File: config.mk
export PLATFORM = sky130hd
export DESIGN_NAME = lir_mac
export DESIGN_NICKNAME = d
export VERILOG_FILES = /design/src/hdl/lir_pkg.sv /design/src/hdl/lir_mac.sv
export SDC_FILE = /design/constraint.sdc
export NUM_CORES = 1
export LEC_CHECK = 0
export BUFFER_PORTS_ARGS = -buffer_cell sky130_fd_sc_hd__buf_2
export CAP_MARGIN = 20
export CORE_MARGIN = 4
export CORE_UTILIZATION = 45
export CTS_BUF_LIST = sky130_fd_sc_hd__clkbuf_16
export DETAILED_ROUTE_END_ITERATION = 8
export PLACE_DENSITY = 0.61
export SETUP_SLACK_MARGIN = 0.1
export SLEW_MARGIN = 20
export SYNTH_ARGS = -nofsm -noshare
export SYNTH_HDL_FRONTEND = slang
export SYNTH_SLANG_ARGS = --single-unit
export TNS_END_PERCENT = 30
File: constraint.sdc
create_clock -name clk_i -period 6.4 [get_ports clk_i]
set_input_delay 0.64 -clock clk_i [delete_from_list [all_inputs] [get_ports clk_i]]
set_output_delay 0.64 -clock clk_i [all_outputs]
set_load 0.02 [all_outputs]
File: src/hdl/lir_pkg.sv
// Package for the linear interpolation resampler: block geometry, field widths,
// item structs and the interpolation table entry type. No dependencies.
package lir_pkg;

  // Block geometry
  localparam int IN_PER_BLOCK  = 2100;
  localparam int OUT_PER_BLOCK = 2048;
  localparam int FRAC_BITS     = 16;

  // Field widths
  localparam int SAMPLE_W = 12;
  localparam int OUT_W    = 20;

  // Derived widths
  localparam int ADDR_W = $clog2(OUT_PER_BLOCK);       // table address
  localparam int IDX_W  = $clog2(OUT_PER_BLOCK + 1);   // output index, holds the count too
  localparam int POS_W  = $clog2(IN_PER_BLOCK + 1);    // block position
  localparam int BASE_W = $clog2(IN_PER_BLOCK);        // integer part of a table position

  // Table fill steps: position advances by IN/OUT input samples per output
  localparam int STEP_BASE = IN_PER_BLOCK / OUT_PER_BLOCK;
  localparam int STEP_REM  = IN_PER_BLOCK % OUT_PER_BLOCK;

  // Interpolation arithmetic
  localparam int PROD_W    = SAMPLE_W + FRAC_BITS + 2;
  localparam int OUT_SHIFT = FRAC_BITS - 8;
  localparam int ROUND_ADD = (OUT_SHIFT > 0) ? (1 << (OUT_SHIFT - 1)) : 0;

  // Result queue
  localparam int FIFO_DEPTH = 4;
  localparam int FIFO_AW    = $clog2(FIFO_DEPTH);
  localparam int FIFO_CW    = $clog2(FIFO_DEPTH + 1);

  typedef struct packed {
    logic signed [SAMPLE_W-1:0] sample_i;
    logic signed [SAMPLE_W-1:0] sample_q;
  } in_item_t;

  typedef struct packed {
    logic signed [OUT_W-1:0] out_i;
    logic signed [OUT_W-1:0] out_q;
    logic                    block_last;
  } out_item_t;

  typedef struct packed {
    logic [BASE_W-1:0]    base;
    logic [FRAC_BITS-1:0] frac;
  } tbl_entry_t;

endpackage

File: src/hdl/lir_mac.sv
// Two-tap weighted sum for one channel: registered products, then sum and
// round to 8 fraction bits. Depends on lir_pkg.
module lir_mac import lir_pkg::*; (
  input  logic                       clk_i,
  input  logic                       en_i,
  input  logic signed [SAMPLE_W-1:0] a_i,
  input  logic signed [SAMPLE_W-1:0] c_i,
  input  logic [FRAC_BITS-1:0]       frac_i,
  input  logic [FRAC_BITS:0]         omf_i,
  output logic signed [OUT_W-1:0]    res_o
);

  logic signed [PROD_W-1:0] pa_d, pa_q;
  logic signed [PROD_W-1:0] pc_d, pc_q;
  logic signed [PROD_W:0]   sum;
  logic signed [PROD_W:0]   shifted;

  assign pa_d = PROD_W'(a_i) * PROD_W'($signed({1'b0, omf_i}));
  assign pc_d = PROD_W'(c_i) * PROD_W'($signed({1'b0, frac_i}));

  always_ff @(posedge clk_i) begin
    if (en_i) begin
      pa_q <= pa_d;
      pc_q <= pc_d;
    end
  end

  // floor((s + half) / 2^shift) rounds to nearest, ties upward
  assign sum     = (PROD_W+1)'(pa_q) + (PROD_W+1)'(pc_q) + (PROD_W+1)'(ROUND_ADD);
  assign shifted = sum >>> OUT_SHIFT;
  assign res_o   = shifted[OUT_W-1:0];

endmodule

==> impl_results.md <==
- Status: completed
- Slew Viols, Final: 0
- Wirelength per Cell: 15.30 um
- Final min period: 5.807 ns
- Top-area cell type share of the netlist area: 0.3626
- Sink Count: 56
- EDFF count, synth: 56
- Gate Count Post-Synth: 1,794
- FF/Latch Area: 1682 sq um
- Post-route DRC: 0
- RSZ-0062 raised after global routing: false
- CTS Buf Count: 5
- Worst slew margin: 0.3218
- Setup tns final: 0 ns
- Syn. warnings: 0
- Endpoint type of the worst setup path: flop
- Async S/R FF share, synth: 0
- Antenna violations before repair: 0
- Worst setup path startpoint: a_i[11]
- Initial Util: 0.4544
- Post-route clock period utilization: 0.9073
- Htree depth: 2
- Layout cell share with drive strength beyond 1: 0.05382
- Most frequent cell after synthesis: inv_1
- Avg Inst Size Synth: 8.986 sq um
- Router iterations before antenna repair: 5
- Yosys reg bits: 56
- Synth top area cells: fa_1 36%, ha_1 16%, edfxtp_1 10%
- I/O pin count: 79
- Clock-pin slew of the registers on the worst-case setup and hold paths: 0.07 ns
- Worst min-delay path category: in -> reg
- Maximum buffer depth of the clock tree: 2
- Die area: 38,920 sq um
- Multi-input logic area: 12,680 sq um
- Congestion Overflow GR: 0
- Final Net Count: 2,379
- Main synth FF type: edfxtp_1
- Largest net degree at the start of global routing: 57
- Vias in the first global route: 12,490
- First-pass GRT wire length: 60.13 mm
- Final setup violation count: 0
- Fmax: 172.2 MHz
- Synth-to-layout area growth: 5.735%
- Crit path kind: in -> reg
- Syn Std Cell Area: 16,120 sq um
- DR iter-0 viols: 631
- Cell taking the most area after synthesis: fa_1
- Core area: 35,480 sq um
- RD Place Congestion: 0.8706
- ANT nets after route: 0
- Setup Fix Bufs, Post-CTS: 0
- Worst-Margin Slew: 0.9917 ns
- Startpoint Class: input port
- DR vias: 11,790
- Hold Fails Final Rpt: 0
- IO buf count: 78
- Crit-path max FO: 11
- Max_cap viols: 0
- Crit path DAT: 5.83 ns
- Hold_buf cts: 0
- Crit path to: pa_q[27]
- Die width: 197.3 um
- Required time worst endpoint: 6.43 ns
- Synth cell types: 55
- GR Util All Layers: 0.1873
- CTS tree: yes
- Hpwl dp: 29.24 mm
- Drt total wl: 34.92 mm
- Post-synthesis sequential area ratio: 0.1043
- Rows: 69
- Synth top cells by count: 407 x inv_1, 292 x fa_1, 261 x nand2_1, 208 x ha_1, 128 x and2_1
- Post-Syn Nets: 2,353
- Ant. Diodes: 0
- Via density: 5.167
- Die Ht: 197.3 um
- Number of fill cells: 3,406
- Root Driver: clkbuf_16
- Post-CTS resize count: 0
[sequential cells by signal, indices dropped and copies added (netlist names)]
signal	cells
pa_q	28
pc_q	28
[stage by stage]
stage	setup WS, ns	hold slack [ns]	cell area (sq um)	utilization	cells
2_1_floorplan	0.5619	0.7525	16120	-	1794
3_3_place_gp	0.4382	1.166	16880	0.4758	2274
3_5_place_dp	0.3137	1.158	16880	0.4758	2274
4_1_cts	0.5980	0.8472	17050	0.4804	2282
5_1_grt	0.3016	0.8541	17050	0.4804	2282
6_report	0.5931	0.8572	17050	0.4804	2282
[worst max-delay path, cell delays in order]
cell	delay (ns)
buf_2	0.17
inv_1	0.37
nor2_1	0.12
fa_1	0.50
inv_1	0.06
fa_1	0.46
fa_1	0.49
inv_1	0.05
fa_1	0.48
inv_1	0.05
fa_1	0.47
inv_1	0.04
ha_1	0.35
a21o_1	0.18
a21o_1	0.18
a221o_1	0.34
a211oi_1	0.37
a31oi_1	0.20
nor4_1	0.23
a311oi_1	0.08
[cell type report]
class | instances | area share
clock buffer | 5 | 0.007340
multi-input combinational | 1268 | 0.7436
clock inverter | 3 | 0.002275
tap | 461 | 0.03384
sequential | 56 | 0.09865
inverter | 407 | 0.08962
timing repair buffer | 82 | 0.02466
[cells by family (layout without fill, tap and decap cells)]
group / count (synthesis) / count (layout) / share of synthesized area
compound gates: 181 / 181 / 0.07474
simple gates: 534 / 534 / 0.1587
fa+ha+maj: 500 / 500 / 0.5240
xor+xnor: 53 / 53 / 0.02879
buf+inv: 470 / 497 / 0.1094
flops: 56 / 56 / 0.1043
[metal layers]
layer,vias up,global-route usage,part of all wire
li1,5603,-,-
met1,5931,0.2615,0.45
met2,220,0.3222,0.50
met3,36,0.02234,0.041
met4,0,0.02902,0.011
met5,-,0,0
[worst min path at each step]
stage               from       to  slack [ns]  cells past startpoint
4_1_cts        frac_i[0]  pc_q[0]        0.85                      2
3_3_place_gp   frac_i[0]  pc_q[0]        1.17                      2
6_report       frac_i[0]  pc_q[0]        0.86                      2
5_1_grt        frac_i[0]  pc_q[0]        0.85                      2
3_5_place_dp   frac_i[0]  pc_q[0]        1.16                      2
2_1_floorplan       en_i  pa_q[0]        0.75                      0
[layout by cell type, fill, tap and decap left out, types with 40 or more instances in the layout]
| cell type | count |
|---|---|
| inv_1 | 408 |
| nor2_1 | 60 |
| and2_1 | 128 |
| ha_1 | 208 |
| buf_2 | 78 |
| fa_1 | 292 |
| a21oi_1 | 52 |
| edfxtp_1 | 56 |
| xnor2_1 | 40 |
| nand2_1 | 261 |
Power is left out: the tool's default activity adds up to more than one toggle a clock period on the data nets, which glitch-free logic cannot reach.
